File: config.mk
export PLATFORM = sky130hd
export DESIGN_NAME = base64_stream_encoder
export DESIGN_NICKNAME = d
export VERILOG_FILES = /design/src/hdl/b64e_pkg.sv /design/src/hdl/b64e_front.sv /design/src/hdl/b64e_queue.sv /design/src/hdl/b64e_back.sv /design/src/hdl/base64_stream_encoder.sv
export SDC_FILE = /design/constraint.sdc
export NUM_CORES = 1
export LEC_CHECK = 0
export BUFFER_PORTS_ARGS = -buffer_cell sky130_fd_sc_hd__buf_2
export CAP_MARGIN = 20
export CORE_AREA = 2 2 108 110
export DETAILED_ROUTE_END_ITERATION = 10
export DIE_AREA = 0 0 110 112
export PLACE_DENSITY_LB_ADDON = 0.25
export REMOVE_ABC_BUFFERS = 1
export SYNTH_ARGS = -nofsm -noshare
export SYNTH_HDL_FRONTEND = slang
export SYNTH_HIERARCHICAL = 1
export SYNTH_SLANG_ARGS = --single-unit
File: constraint.sdc
create_clock -name clk -period 6.2 [get_ports clk]
set_clock_uncertainty 0.2 [all_clocks]
set_input_delay 1.24 -clock clk [delete_from_list [all_inputs] [get_ports clk]]
set_output_delay 1.24 -clock clk [all_outputs]
set_load 0.02 [all_outputs]
File: src/hdl/b64e_pkg.sv
package b64e_pkg;

    localparam logic [6:0] PAD_CHAR    = 7'h3D;
    localparam logic [5:0] SEXTET_MASK = 6'h3F;

    localparam logic [6:0] UPPER_BASE = 7'h41;
    localparam logic [6:0] LOWER_BASE = 7'h61;
    localparam logic [6:0] DIGIT_BASE = 7'h30;
    localparam logic [6:0] PLUS_CHAR  = 7'h2B;
    localparam logic [6:0] SLASH_CHAR = 7'h2F;
    localparam logic [6:0] LOWER_OFFSET = 7'd26;
    localparam logic [6:0] DIGIT_OFFSET = 7'd52;

    localparam logic [1:0] LAST_CHAR_IDX = 2'd3;

    typedef struct packed {
        logic [23:0] bits;
        logic [1:0]  nbytes;
        logic        last;
    } group_t;

    function automatic logic [6:0] sextet_char(input logic [5:0] sextet);
        logic [6:0] v;
        logic [6:0] ch;
        begin
            v = {1'b0, sextet & SEXTET_MASK};
            case (sextet) inside
                [6'd0:6'd25]:  ch = UPPER_BASE + v;
                [6'd26:6'd51]: ch = LOWER_BASE + v - LOWER_OFFSET;
                [6'd52:6'd61]: ch = DIGIT_BASE + v - DIGIT_OFFSET;
                6'd62:         ch = PLUS_CHAR;
                default:       ch = SLASH_CHAR;
            endcase
            return ch;
        end
    endfunction

endpackage

File: src/hdl/b64e_front.sv
module b64e_front (
    input  logic            clk,
    input  logic            rst_n,
    input  logic            byte_valid,
    output logic            byte_stall,
    input  logic [7:0]      data_byte,
    input  logic            final_byte,
    input  logic            q_full,
    output logic            q_push,
    output b64e_pkg::group_t q_group
);
    import b64e_pkg::*;

    logic [1:0] pending_count_reg;
    logic [1:0] pending_count_next;
    logic [7:0] pend0_reg;
    logic [7:0] pend1_reg;
    logic       accept;
    logic       group_done;

    assign byte_stall = q_full;
    assign accept     = byte_valid && !byte_stall;
    assign group_done = final_byte || (pending_count_reg == 2'd2);
    assign q_push     = accept && group_done;

    always_comb
    begin
        q_group.nbytes = pending_count_reg + 2'd1;
        q_group.last   = final_byte;
        case (pending_count_reg)
            2'd0:    q_group.bits = {data_byte, 16'h0000};
            2'd1:    q_group.bits = {pend0_reg, data_byte, 8'h00};
            default: q_group.bits = {pend0_reg, pend1_reg, data_byte};
        endcase
    end

    always_comb
    begin
        pending_count_next = pending_count_reg;
        if (accept)
        begin
            pending_count_next = group_done ? 2'd0 : pending_count_reg + 2'd1;
        end
    end

    always_ff @(posedge clk or negedge rst_n)
    begin
        if (!rst_n)
        begin
            pending_count_reg <= 2'd0;
        end
        else
        begin
            pending_count_reg <= pending_count_next;
        end
    end

    always_ff @(posedge clk)
    begin
        if (accept && !group_done)
        begin
            if (pending_count_reg == 2'd0)
            begin
                pend0_reg <= data_byte;
            end
            else
            begin
                pend1_reg <= data_byte;
            end
        end
    end

    a_count_range: assert property (@(posedge clk) disable iff (!rst_n)
        pending_count_reg != 2'd3)
        else $error("pending byte count out of range");

endmodule

File: src/hdl/b64e_queue.sv
module b64e_queue #(
    parameter int DEPTH = 2
) (
    input  logic             clk,
    input  logic             rst_n,
    input  logic             push,
    input  b64e_pkg::group_t push_group,
    output logic             full,
    input  logic             pop,
    output logic             head_valid,
    output b64e_pkg::group_t head_group
);
    import b64e_pkg::*;

    localparam int PTR_W = $clog2(DEPTH);
    localparam int CNT_W = $clog2(DEPTH + 1);

    group_t             entries_reg [DEPTH];
    logic [PTR_W-1:0]   wr_ptr_reg;
    logic [PTR_W-1:0]   wr_ptr_next;
    logic [PTR_W-1:0]   rd_ptr_reg;
    logic [PTR_W-1:0]   rd_ptr_next;
    logic [CNT_W-1:0]   count_reg;
    logic [CNT_W-1:0]   count_next;
    logic               do_push;
    logic               do_pop;

    assign full       = (count_reg == CNT_W'(DEPTH));
    assign head_valid = (count_reg != '0);
    assign head_group = entries_reg[rd_ptr_reg];
    assign do_push    = push && !full;
    assign do_pop     = pop && head_valid;

    always_comb
    begin
        wr_ptr_next = wr_ptr_reg;
        rd_ptr_next = rd_ptr_reg;
        count_next  = count_reg;
        if (do_push)
        begin
            wr_ptr_next = (wr_ptr_reg == PTR_W'(DEPTH - 1)) ? '0 : wr_ptr_reg + 1'b1;
        end
        if (do_pop)
        begin
            rd_ptr_next = (rd_ptr_reg == PTR_W'(DEPTH - 1)) ? '0 : rd_ptr_reg + 1'b1;
        end
        if (do_push && !do_pop)
        begin
            count_next = count_reg + 1'b1;
        end
        else if (do_pop && !do_push)
        begin
            count_next = count_reg - 1'b1;
        end
    end

    always_ff @(posedge clk or negedge rst_n)
    begin
        if (!rst_n)
        begin
            wr_ptr_reg <= '0;
            rd_ptr_reg <= '0;
            count_reg  <= '0;
        end
        else
        begin
            wr_ptr_reg <= wr_ptr_next;
            rd_ptr_reg <= rd_ptr_next;
            count_reg  <= count_next;
        end
    end

    always_ff @(posedge clk)
    begin
        if (do_push)
        begin
            entries_reg[wr_ptr_reg] <= push_group;
        end
    end

    a_no_overflow: assert property (@(posedge clk) disable iff (!rst_n)
        count_reg <= CNT_W'(DEPTH))
        else $error("group queue overflow");

    a_push_taken: assert property (@(posedge clk) disable iff (!rst_n)
        push |-> !full)
        else $error("group pushed into full queue");

endmodule

File: src/hdl/b64e_back.sv
module b64e_back (
    input  logic             clk,
    input  logic             rst_n,
    input  logic             head_valid,
    input  b64e_pkg::group_t head_group,
    output logic             pop,
    output logic             char_valid,
    input  logic             char_stall,
    output logic [6:0]       out_char,
    output logic             run_end,
    output logic             message_end
);
    import b64e_pkg::*;

    logic [1:0] idx_reg;
    logic [1:0] idx_next;
    logic       char_valid_reg;
    logic       char_valid_next;
    logic [6:0] out_char_reg;
    logic       run_end_reg;
    logic       message_end_reg;
    logic       load;
    logic       emit;
    logic [5:0] sextet;
    logic       is_pad;
    logic [6:0] ch;

    assign load = !char_valid_reg || !char_stall;
    assign emit = load && head_valid;
    assign pop  = emit && (idx_reg == LAST_CHAR_IDX);

    always_comb
    begin
        case (idx_reg)
            2'd0:    sextet = head_group.bits[23:18];
            2'd1:    sextet = head_group.bits[17:12];
            2'd2:    sextet = head_group.bits[11:6];
            default: sextet = head_group.bits[5:0];
        endcase
        is_pad = ((idx_reg == 2'd2) && (head_group.nbytes < 2'd2))
              || ((idx_reg == LAST_CHAR_IDX) && (head_group.nbytes < 2'd3));
        ch = is_pad ? PAD_CHAR : sextet_char(sextet);
    end

    always_comb
    begin
        idx_next        = idx_reg;
        char_valid_next = char_valid_reg;
        if (emit)
        begin
            idx_next        = idx_reg + 2'd1;
            char_valid_next = 1'b1;
        end
        else if (load)
        begin
            char_valid_next = 1'b0;
        end
    end

    always_ff @(posedge clk or negedge rst_n)
    begin
        if (!rst_n)
        begin
            idx_reg        <= 2'd0;
            char_valid_reg <= 1'b0;
        end
        else
        begin
            idx_reg        <= idx_next;
            char_valid_reg <= char_valid_next;
        end
    end

    always_ff @(posedge clk)
    begin
        if (emit)
        begin
            out_char_reg    <= ch;
            run_end_reg     <= (idx_reg == LAST_CHAR_IDX);
            message_end_reg <= (idx_reg == LAST_CHAR_IDX) && head_group.last;
        end
    end

    assign char_valid  = char_valid_reg;
    assign out_char    = out_char_reg;
    assign run_end     = run_end_reg;
    assign message_end = message_end_reg;

    a_msg_end_on_run_end: assert property (@(posedge clk) disable iff (!rst_n)
        char_valid_reg && message_end_reg |-> run_end_reg)
        else $error("message end off a run end");

    a_group_held: assert property (@(posedge clk) disable iff (!rst_n)
        idx_reg != 2'd0 |-> head_valid)
        else $error("group left queue mid-run");

    a_run_end_wraps: assert property (@(posedge clk) disable iff (!rst_n)
        pop |=> idx_reg == 2'd0)
        else $error("character index not wrapped after group");

endmodule

File: src/hdl/base64_stream_encoder.sv
// Streaming Base64 encoder (standard alphabet, '=' padding). Bytes enter one
// per beat with final_byte on the last byte of a message; characters leave one
// per beat as 7-bit ASCII, run_end on the fourth character of each group and
// message_end on the last character of the message. The front takes a byte
// every cycle unless the group queue is full, and gathers groups of up to
// three bytes into a QUEUE_DEPTH-entry group queue, so it takes more bytes
// while the back drains that queue through the output register at one
// character per cycle unless char_stall holds it. Every group, also one
// closed early by final_byte, leaves as four characters, padded with '='.
// A closed group passes the group queue and then the output register.
module base64_stream_encoder #(
    parameter int QUEUE_DEPTH = 2
) (
    input  logic       clk,
    input  logic       rst_n,
    input  logic       byte_valid,
    output logic       byte_stall,
    input  logic [7:0] data_byte,
    input  logic       final_byte,
    output logic       char_valid,
    input  logic       char_stall,
    output logic [6:0] out_char,
    output logic       run_end,
    output logic       message_end
);
    import b64e_pkg::*;

    group_t push_group;
    group_t head_group;
    logic   q_push;
    logic   q_full;
    logic   q_pop;
    logic   head_valid;

    b64e_front u_front (
        .clk        (clk),
        .rst_n      (rst_n),
        .byte_valid (byte_valid),
        .byte_stall (byte_stall),
        .data_byte  (data_byte),
        .final_byte (final_byte),
        .q_full     (q_full),
        .q_push     (q_push),
        .q_group    (push_group)
    );

    b64e_queue #(
        .DEPTH (QUEUE_DEPTH)
    ) u_queue (
        .clk        (clk),
        .rst_n      (rst_n),
        .push       (q_push),
        .push_group (push_group),
        .full       (q_full),
        .pop        (q_pop),
        .head_valid (head_valid),
        .head_group (head_group)
    );

    b64e_back u_back (
        .clk         (clk),
        .rst_n       (rst_n),
        .head_valid  (head_valid),
        .head_group  (head_group),
        .pop         (q_pop),
        .char_valid  (char_valid),
        .char_stall  (char_stall),
        .out_char    (out_char),
        .run_end     (run_end),
        .message_end (message_end)
    );

endmodule
==> results of run 1 <==
==> how the worst max path moves through the flow <==
stage / startpoint / to / slack (ns) / cells after the start
6_report: u_queue/rd_ptr_reg$_DFFE_PN0P_ / u_back/out_char[1]$_SDFFCE_PP0P_ / 2.58 / 11
5_1_grt: u_queue/rd_ptr_reg$_DFFE_PN0P_ / u_back/out_char[1]$_SDFFCE_PP0P_ / 2.30 / 11
4_1_cts: u_queue/rd_ptr_reg$_DFFE_PN0P_ / u_back/out_char[1]$_SDFFCE_PP0P_ / 2.61 / 11
3_5_place_dp: u_queue/rd_ptr_reg$_DFFE_PN0P_ / u_back/out_char[1]$_SDFFCE_PP0P_ / 2.63 / 11
3_3_place_gp: u_queue/rd_ptr_reg$_DFFE_PN0P_ / u_back/out_char[1]$_SDFFCE_PP0P_ / 2.73 / 11
2_1_floorplan: u_queue/rd_ptr_reg$_DFFE_PN0P_ / u_back/out_char[1]$_SDFFCE_PP0P_ / 2.61 / 10
==> metrics by stage <==
step / std cells / instance area [um^2] / hold WS (ns) / setup slack [ns] / power (uW)
detailed placement: 466 / 4560 / 0.291 / 2.63 / 2390
floorplan: 297 / 4240 / 0.256 / 2.61 / 2070
global route: 483 / 4880 / 0.334 / 2.30 / 3170
finish: 483 / 4880 / 0.292 / 2.58 / 2960
global placement: 466 / 4560 / 0.274 / 2.73 / 2360
CTS: 482 / 4870 / 0.297 / 2.61 / 2970
==> final cells by class <==
class                           instances  area [um^2]
Timing Repair Buffer                   27          145
Sequential cell                        88         2600
Clock buffer                            9          225
Clock inverter                          7         92.6
Inverter                               14         52.6
Tap cell                              143          179
Fill cell                            1026         6290
Multi-Input combinational cell        195         1590
==> cells by family after synthesis <==
| family | synth area share [%] |
|---|---|
| AND/OR/NAND/NOR | 8.27 |
| flip-flops | 59.4 |
| buffers and inverters | 4.26 |
| XOR/XNOR | 2.00 |
| AO/OA/AOI/OAI | 12.9 |
| adder cells (fa/ha/maj) | 4.01 |
| multiplexers | 9.13 |
==> power by group <==
group	switching, uW	internal, uW	total (uW)
Combinational	855	595	1450
Clock	221	354	575
Sequential	49.1	886	936
==> worst reg2reg max path: cells and delay by family, from the launching register on <==
kind / cells / cell delay (ns)
multiplexers: 2 / 0.85
AND/OR/NAND/NOR: 4 / 0.69
buffers and inverters: 2 / 0.60
AO/OA/AOI/OAI: 2 / 0.42
flip-flops: 1 / 0.32
adder cells (fa/ha/maj): 1 / 0.30
==> routing by layer <==
layer	share of wire [%]	vias to the layer above
li1	-	1215
met2	46	43
met3	3.0	13
met5	0	-
met1	49	1189
met4	2.0	0
==> cells in the final DEF, fill, tap and decap left out, drive strengths merged, types with 2 or more instances in the layout <==
| cell type | synthesis | final |
|---|---|---|
| clkinv | 0 | 3 |
| edfxtp | 79 | 79 |
| a21boi | 2 | 2 |
| inv | 14 | 16 |
| and2b | 2 | 2 |
| bufinv | 0 | 2 |
| nand3 | 12 | 12 |
| buf | 13 | 27 |
| ha | 14 | 14 |
| a21oi | 32 | 32 |
| nor3 | 7 | 7 |
| o22ai | 2 | 2 |
| xnor2 | 7 | 7 |
| o21ai | 10 | 10 |
| dfrtp | 9 | 9 |
| a22o | 10 | 10 |
| a22oi | 8 | 8 |
| mux2i | 2 | 2 |
| mux2 | 27 | 27 |
| nor2 | 15 | 15 |
| a21o | 3 | 3 |
| nand2 | 8 | 8 |
| xor2 | 3 | 3 |
| a222oi | 2 | 2 |
| a31oi | 2 | 2 |
| nand2b | 4 | 4 |
| and2 | 10 | 10 |
| clkbuf | 1 | 9 |
==> impl_metrics.csv, run 1 <==
group,metric,value,unit
status,outcome,"finished, final reports clean",
critical_path,crit_top_cell,"nor2_1",
grt,grt_overflow_total,0,
floorplanning,row_count,39,
route,first_pass_iters,4,
cts,post-cts-setup-buffers,0,
sta,max_slew.worst_pin.slew,0.951,ns
synth,ys.flop_type,"edfxtp_1",
sta,timing.slew.headroom,36.6,%
floorplanning,ios,24,
cts,clk_pin_slew,0.07,ns
critical_path,crit_path_max_fanout,28,
pwr,ir_worst_vdd,0.000293,V
critical_path,crit_family,"multiplexers",
cells_and_area,area_delta_synth_final,11.7,%
min_path,whs_path_depth,1,
grt,grt_pass1_vias,2457,
floorplanning,die_w,110,um
grt,grt_use_met1,18.3,%
grt,grt_pass1_wl,12500,um
synth,synth_area,4370,um^2
grt,antenna_found_initial,0,
critical_path,rrSetupSlack,2.58,ns
floorplanning,die_h,112,um
route,num_vias,2460,
synth,avgSynthCellArea,14.1,um^2
cts,numCtsBuffers,9,
synth,synth_top_cell_by_area,"edfxtp_1",
pwr,p_per_area,606,nW/um^2
grt,grt_max_degree,29,
synth,synth_async_sr_flop_share,10.2,%
min_path,min_from,"u_queue/count_reg[1]$_DFFE_PN0P_",
cells_and_area,nNetsFinal,362,
critical_path,rr_worst_depth,11,
sta,finalCritPeriodShare,58.5,%
route,wl,7550,um
grt,grt.busiest_layer,"met2",
sta,fin_tns_setup,0,ns
critical_path,worstReg2RegStart,"u_queue/rd_ptr_reg$_DFFE_PN0P_",
synth,synth_seq_cells,88,
sta,maxSlewViolCount,0,
sta,period_minus_slack,3.62,ns
grt,grtUsageTotal,13.4,%
cts,cts_resized,0,
critical_path,cp-end-kind,"flip-flop",
cts,cts.sinks,88,
pwr,leakagePower,0.00185,uW
synth,ys_types,57,
synth,synth.most_common_cell,"edfxtp_1",
synth,syn_inst,311,
cts,clkLatencyLatePin,0.33,ns
cells_and_area,utilization,43.7,%
cells_and_area,drive_gt1_share,26.5,%
sta,max_freq,276,MHz
cts,cts-hold-fix-buffers,0,
floorplanning,die_area,12300,um^2
critical_path,crit_chain,"buf_4 -> mux2_4 -> a222oi_1 -> mux2i_1 -> inv_1 -> ha_1 -> nor2_1 -> nor2_1 -> o21ai_1 -> and3b_1 -> nor3_1",
grt,gr-usage-met3,3.16,%
synth,synth_area_leaders,"edfxtp_1, mux2_4, dfrtp_1, ha_1, a21oi_1",
placement,port_buffers,23,
sta,finalHoldViolCount,0,
grt,use_met2,20.1,%
cts,cts_buffer_depth,2,
sta,rsz0062_at_grt,"false",
synth,synth_edf_count,79,
critical_path,worst_ep_required_time,6.08,ns
floorplanning,core,11200,um^2
floorplanning,initial_core_util,39.1,%
cts,htree_levels,3,
min_path,hp-class,"reg2reg",
critical_path,crit_buf_inv,2,
sta,setup_viol,0,
flow_run,maxCapViolCount,0,
placement,hpwlAfterDp,5290,um
min_path,hold_end,"u_queue/count_reg[1]$_DFFE_PN0P_",
synth,ys_top_cells_by_count,"edfxtp_1, a21oi_1, mux2_4",
synth,ys_warn_count,6,
cts,root_buffer,"clkbuf_16",
synth,yosysTopAreaCellShare,54.3,%
critical_path,r2r_end,"u_back/out_char[1]$_SDFFCE_PP0P_",
route,ant_nets,0,
route,drt_drc_violations_left,0,
critical_path,slowest_stage,"mux2i_1",
critical_path,crit_type,"reg2reg",
critical_path,cpPeakStageDelay,0.58,ns
cells_and_area,n_antenna_cell,0,
placement,routabilityCongestion,0.869,
critical_path,crit_arrival,3.51,ns
cts,cts_tree,"yes",
critical_path,crit_path_start_kind,"flip-flop",
route,viasPerCell,5.09,
cells_and_area,largest_reg_flops,54,
route,drtIter0Drc,151,
route,routedWlPerCell,15.6,um
synth,synth-seq-area-share,59.4,%
No activity file was read; power rests on OpenSTA's default activity.
==> inputs of run 2 (changes only) <==
Clock period 6.2 ns to 3.62 ns, I/O delays scaled along.
==> run 2 against run 1 <==
Global-route usage rose by 0.25 points; combinational power grew 74%; die area is the same; flip-flop and latch count stayed put; via count fell by 0.37%; largest cell class unchanged; total power increased by 69%; largest power group unchanged; sequential power is 74% higher; worst setup slack worse by 2.2 ns; register-to-register slack worse by 2.2 ns; routed wire length increased by 1.4%; critical endpoint unchanged; utilization about the same.
==> impl_metrics.csv, run 2 (same netlist as run 1, synthesis figures left out) <==
group,metric,value,unit
sta,max_freq,308,MHz
pwr,p_per_area,1020,nW/um^2
sta,period_minus_slack,3.25,ns
placement,hpwlAfterDp,5460,um
critical_path,cpPeakStageDelay,0.63,ns
critical_path,crit_arrival,3.23,ns
sta,whs,0.0362,ns
cells_and_area,area_delta_synth_final,11.6,%
sta,rsz0062_at_grt,"false",
critical_path,crit_type,"reg2reg",
critical_path,crit_buf_inv,0,
cells_and_area,mostFrequentLayoutCells,"edfxtp_1, a21oi_1, buf_2, mux2_4",
critical_path,crit_path_max_fanout,10,
cts,cts.sinks,88,
cells_and_area,nNetsFinal,368,
cts,clk_pin_slew,0.06,ns
cells_and_area,n_antenna_cell,0,
pwr,ir_worst_vdd,0.000449,V
sta,finalCritPeriodShare,89.7,%
route,wl,7650,um
cts,cts-hold-fix-buffers,0,
grt,grt_overflow_total,0,
grt,grt_pass1_vias,2386,
critical_path,worstReg2RegStart,"u_queue/rd_ptr_reg$_DFFE_PN0P_",
grt,grtUsageTotal,13.6,%
critical_path,r2r_end,"u_back/out_char[1]$_SDFFCE_PP0P_",
floorplanning,row_count,39,
critical_path,rrSetupSlack,0.37,ns
flow_run,maxCapViolCount,0,
floorplanning,initial_core_util,39.1,%
grt,grt_max_degree,28,
cells_and_area,largest_reg_flops,54,
cells_and_area,final_cells,489,
placement,routabilityCongestion,0.848,
cts,root_buffer,"clkbuf_16",
sta,setup_viol,0,
route,drt_drc_violations_left,0,
critical_path,rr_worst_depth,9,
critical_path,crit_chain,"mux2_2 -> a222oi_1 -> mux2i_2 -> ha_1 -> or2b_1 -> o21ai_0 -> o32a_4 -> and3b_1 -> nor3_1",
cts,post-cts-setup-buffers,0,
grt,antenna_found_initial,0,
min_path,hp-class,"in2async",
grt,grt_pass1_wl,12600,um
floorplanning,core,11200,um^2
cells_and_area,drive_gt1_share,27.2,%
floorplanning,die_h,112,um
critical_path,cp-end-kind,"flip-flop",
pwr,leakagePower,0.00184,uW
critical_path,worst_ep_required_time,3.60,ns
route,drtIter0Drc,150,
cts,numCtsBuffers,9,
critical_path,slowest_stage,"dfrtp_1",
placement,port_buffers,23,
sta,max_slew.worst_pin.slew,0.722,ns
floorplanning,die_area,12300,um^2
floorplanning,die_w,110,um
route,routedWlPerCell,15.6,um
cts,clkLatencyLatePin,0.33,ns
floorplanning,ios,24,
cts,htree_levels,3,
route,ant_nets,0,
critical_path,crit_family,"compound AO/OA/AOI/OAI gates",
cells_and_area,final_common_cell,"edfxtp_1",
sta,finalHoldViolCount,0,
critical_path,crit_path_start_kind,"flip-flop",
route,viasPerCell,5.01,
cts,cts_resized,0,
sta,fin_tns_setup,0,ns
route,num_vias,2451,
status,outcome,"finished, final reports clean",
sta,maxSlewViolCount,0,
route,first_pass_iters,4,
sta,timing.slew.headroom,51.8,%
cts,cts_buffer_depth,2,
cts,cts_tree,"yes",
placement,dp.cells,473,
[run 2: cell count changes in the layout (fill, tap and decap cells not counted)]
| cell | previous run | this run |
|---|---|---|
| clkinv_1 | 0 | 2 |
| bufinv_16 | 2 | 0 |
| clkinvlp_4 | 0 | 2 |
| clkinv_2 | 3 | 1 |
| buf_4 | 4 | 10 |
[run 2: how the worst max path moves through the flow]
stage	start	to	slack (ns)	depth (start not counted)
after floorplan	u_queue/rd_ptr_reg$_DFFE_PN0P_	u_back/out_char[1]$_SDFFCE_PP0P_	0.03	10
after global placement	u_queue/rd_ptr_reg$_DFFE_PN0P_	u_back/out_char[1]$_SDFFCE_PP0P_	0.45	9
after detailed placement	u_queue/rd_ptr_reg$_DFFE_PN0P_	u_back/out_char[1]$_SDFFCE_PP0P_	0.38	9
after CTS	u_queue/rd_ptr_reg$_DFFE_PN0P_	u_back/out_char[1]$_SDFFCE_PP0P_	0.38	9
after global routing	u_queue/rd_ptr_reg$_DFFE_PN0P_	u_back/out_char[1]$_SDFFCE_PP0P_	0.01	9
final	u_queue/rd_ptr_reg$_DFFE_PN0P_	u_back/out_char[1]$_SDFFCE_PP0P_	0.37	9
[run 2: through the flow]
step | cell area (um^2) | power, uW | worst slack (ns) | utilization [%]
floorplan | 4240 | 3550 | 0.0264 | -
global placement | 4610 | 4140 | 0.454 | 41.2
detailed placement | 4610 | 4170 | 0.384 | 41.2
CTS | 4880 | 5020 | 0.378 | 43.7
global route | 4880 | 5370 | 0.0106 | 43.7
finish | 4880 | 5000 | 0.374 | 43.7
[run 2: where the power goes]
| part | switching, uW | internal, uW | leakage (uW) | total, uW |
|---|---|---|---|---|
| clock network | 378 | 463 | 0.000127 | 842 |
| logic | 1450 | 1080 | 0.000878 | 2530 |
| registers | 108 | 1520 | 0.000838 | 1630 |
| total | 1930 | 3060 | 0.00184 | 5000 |
[run 2: final cells by class]
cell class / instances / area, um^2
fillers: 969 / 6290
multi-input cells: 195 / 1590
clock inverters: 7 / 45.0
flip-flops and latches: 88 / 2600
well taps: 143 / 179
repair buffers: 33 / 190
clock buffers: 9 / 225
inverters: 14 / 52.6
[run 2: worst reg2reg max path, cell delays in order, from the launching register on]
cell      delay [ns]
dfrtp_1         0.63
mux2_2          0.40
a222oi_1        0.36
mux2i_2         0.26
ha_1            0.28
or2b_1          0.21
o21ai_0         0.18
o32a_4          0.24
and3b_1         0.18
nor3_1          0.15
[run 2: metal layers]
layer  vias to the layer above  part of all wire (%)  track usage [%]  wire length, um
met3                         4                   4.2             4.04              319
met4                         0                  0.75             4.05               57
li1                       1233                     -                -                -
met5                         -                     0                0                0
met1                      1173                    49             19.1             3740
met2                        41                    46             20.4             3530
==> inputs of run 3 (changes only) <==
Settings changed: CORE_AREA 2 2 108 110 to 2 2 97 99, DIE_AREA 0 0 110 112 to 0 0 99 101.
==> run 3 against run 2 <==
Design area fell by 2.2%; worst setup slack improved by 0.039 ns; hold slack got worse by 0.019 ns; sequential share of layout area rose by 1.2 points; sequential power barely moved; first-iteration DRC count rose by 2.0%; fmax rose by 1.2%; cell count fell by 6.5%; combinational power barely moved; non-clock buffer count did not move; via count rose by 2.3%; die area fell by 19%; largest power group unchanged; highest routed layer unchanged.
==> impl_metrics.csv, run 3 (same netlist as run 1, synthesis figures left out) <==
group,metric,value,unit
status,outcome,"finished, final reports clean",
sta,fin_tns_setup,0,ns
cells_and_area,stdcell_area,4770,um^2
cells_and_area,n_antenna_cell,0,
cts,cts_resized,0,
critical_path,cp-end-kind,"flip-flop",
route,first_pass_iters,4,
placement,routabilityCongestion,0.890,
critical_path,worstReg2RegStart,"u_queue/rd_ptr_reg$_DFFE_PN0P_",
cts,cts-hold-fix-buffers,0,
placement,port_buffers,23,
route,ant_nets,0,
critical_path,crit_chain,"mux2_2 -> a222oi_1 -> mux2i_2 -> buf_4 -> ha_1 -> or2b_1 -> o21ai_0 -> o32a_4 -> and3b_1 -> nor3_1",
cts,clk_pin_slew,0.09,ns
placement,placed_cell_area,4570,um^2
critical_path,crit_arrival,3.20,ns
sta,rsz0062_at_grt,"false",
critical_path,worst_ep_required_time,3.62,ns
sta,finalCritPeriodShare,88.6,%
cells_and_area,regArea,2600,um^2
cells_and_area,drive_gt1_share,27.7,%
route,drt_drc_violations_left,0,
cts,root_buffer,"clkbuf_8",
sta,max_slew.worst_pin.slew,0.714,ns
critical_path,rrSetupSlack,0.41,ns
cts,clkLatencyLatePin,0.36,ns
cells_and_area,largest_reg_flops,54,
floorplanning,die_area,10000,um^2
critical_path,slowest_stage,"dfrtp_1",
critical_path,rr_worst_depth,10,
grt,grtUsageTotal,16.3,%
critical_path,crit_path_start_kind,"flip-flop",
cts,htree_levels,3,
critical_path,crit_end,"u_back/out_char[1]$_SDFFCE_PP0P_",
min_path,hp-class,"in2async",
placement,hpwlAfterDp,5370,um
grt,grt_overflow_total,0,
sta,period_minus_slack,3.21,ns
sta,maxSlewViolCount,0,
floorplanning,ios,24,
critical_path,r2r_end,"u_back/out_char[1]$_SDFFCE_PP0P_",
cells_and_area,area_delta_synth_final,9.22,%
cells_and_area,mostFrequentLayoutCells,"edfxtp_1, a21oi_1, buf_2, mux2_4",
cts,cts.sinks,88,
route,num_vias,2507,
sta,timing.slew.headroom,52.4,%
route,viasPerCell,5.49,
route,wl,7730,um
cells_and_area,nNetsFinal,368,
floorplanning,initial_core_util,48.7,%
flow_run,maxCapViolCount,0,
cts,numCtsBuffers,9,
grt,grt_max_degree,28,
grt,grt_pass1_vias,2412,
pwr,leakagePower,0.00182,uW
critical_path,cpPeakStageDelay,0.56,ns
floorplanning,die_h,101,um
critical_path,crit_path_max_fanout,8,
cts,cts_tree,"yes",
critical_path,crit_start,"u_queue/rd_ptr_reg$_DFFE_PN0P_",
route,drtIter0Drc,153,
cells_and_area,multi_input_area,1590,um^2
floorplanning,row_count,35,
grt,antenna_found_initial,0,
sta,max_freq,312,MHz
cells_and_area,final_common_cell,"edfxtp_1",
pwr,ir_worst_vdd,0.000375,V
pwr,p_per_area,1020,nW/um^2
grt,grt_pass1_wl,12300,um
route,routedWlPerCell,16.9,um
floorplanning,core,8980,um^2
cts,post-cts-setup-buffers,0,
cts,cts_buffer_depth,2,
cells_and_area,fillers,737,
sta,finalHoldViolCount,0,
cells_and_area,utilization,53.2,%
sta,setup_viol,0,
floorplanning,die_w,99,um
critical_path,crit_type,"reg2reg",
run 3: cell count changes in the layout (fill, tap and decap cells not counted), sizes merged:
cell and change:
inv -1, clkbuf +1, bufinv +1, clkinvlp -1
run 3: report_power, final:
part | internal, uW | switching (uW) | total (uW)
logic | 1090 | 1470 | 2560
registers | 1520 | 105 | 1620
clock network | 341 | 349 | 690
total | 2940 | 1920 | 4870
run 3: worst min path at each step:
stage | slack [ns] | to | cells past startpoint | startpoint
after floorplan | 0.23 | u_back/char_valid$_DFFE_PN0P_ | 0 | rst_n
after global placement | 0.28 | u_queue/count_reg[1]$_DFFE_PN0P_ | 1 | u_queue/count_reg[1]$_DFFE_PN0P_
after detailed placement | 0.28 | u_queue/count_reg[1]$_DFFE_PN0P_ | 1 | u_queue/count_reg[1]$_DFFE_PN0P_
after CTS | 0.01 | u_back/char_valid$_DFFE_PN0P_ | 1 | rst_n
after global routing | 0.01 | u_back/idx_reg[1]$_DFFE_PN0P_ | 1 | rst_n
final | 0.02 | u_queue/count_reg[1]$_DFFE_PN0P_ | 1 | rst_n
run 3: critical path, delay by kind of cell, from the launching register on:
family	cells	cell delay [ns]
compound gates	3	0.81
flops	1	0.56
mux	2	0.54
simple gates	3	0.54
fa+ha+maj	1	0.21
buf+inv	1	0.20
run 3: cell type report:
type                    instances  area share, %
flip-flops and latches         88           54.4
multi-input cells             195           33.3
repair buffers                 33           3.98
well taps                     111           2.91
clock buffers                  10           2.88
clock inverters                 6           1.42
inverters                      14           1.10
run 3: per-stage QoR:
stage | setup WS, ns | power [uW] | cells | hold slack (ns)
2_1_floorplan | 0.0264 | 3550 | 297 | 0.228
3_5_place_dp | 0.435 | 4190 | 441 | 0.284
6_report | 0.414 | 4870 | 457 | 0.0169
5_1_grt | 0.131 | 5210 | 457 | 0.0118
4_1_cts | 0.403 | 4890 | 457 | 0.0137
3_3_place_gp | 0.504 | 4190 | 441 | 0.275
run 3: per-layer routing:
| metal | wire, um | global-route usage, % | share of wire (%) |
|---|---|---|---|
| met1 | 3480 | 20.8 | 45 |
| met2 | 3800 | 27.0 | 49 |
| met3 | 247 | 3.26 | 3.2 |
| met4 | 201 | 7.48 | 2.6 |
| met5 | 0 | 0 | 0 |
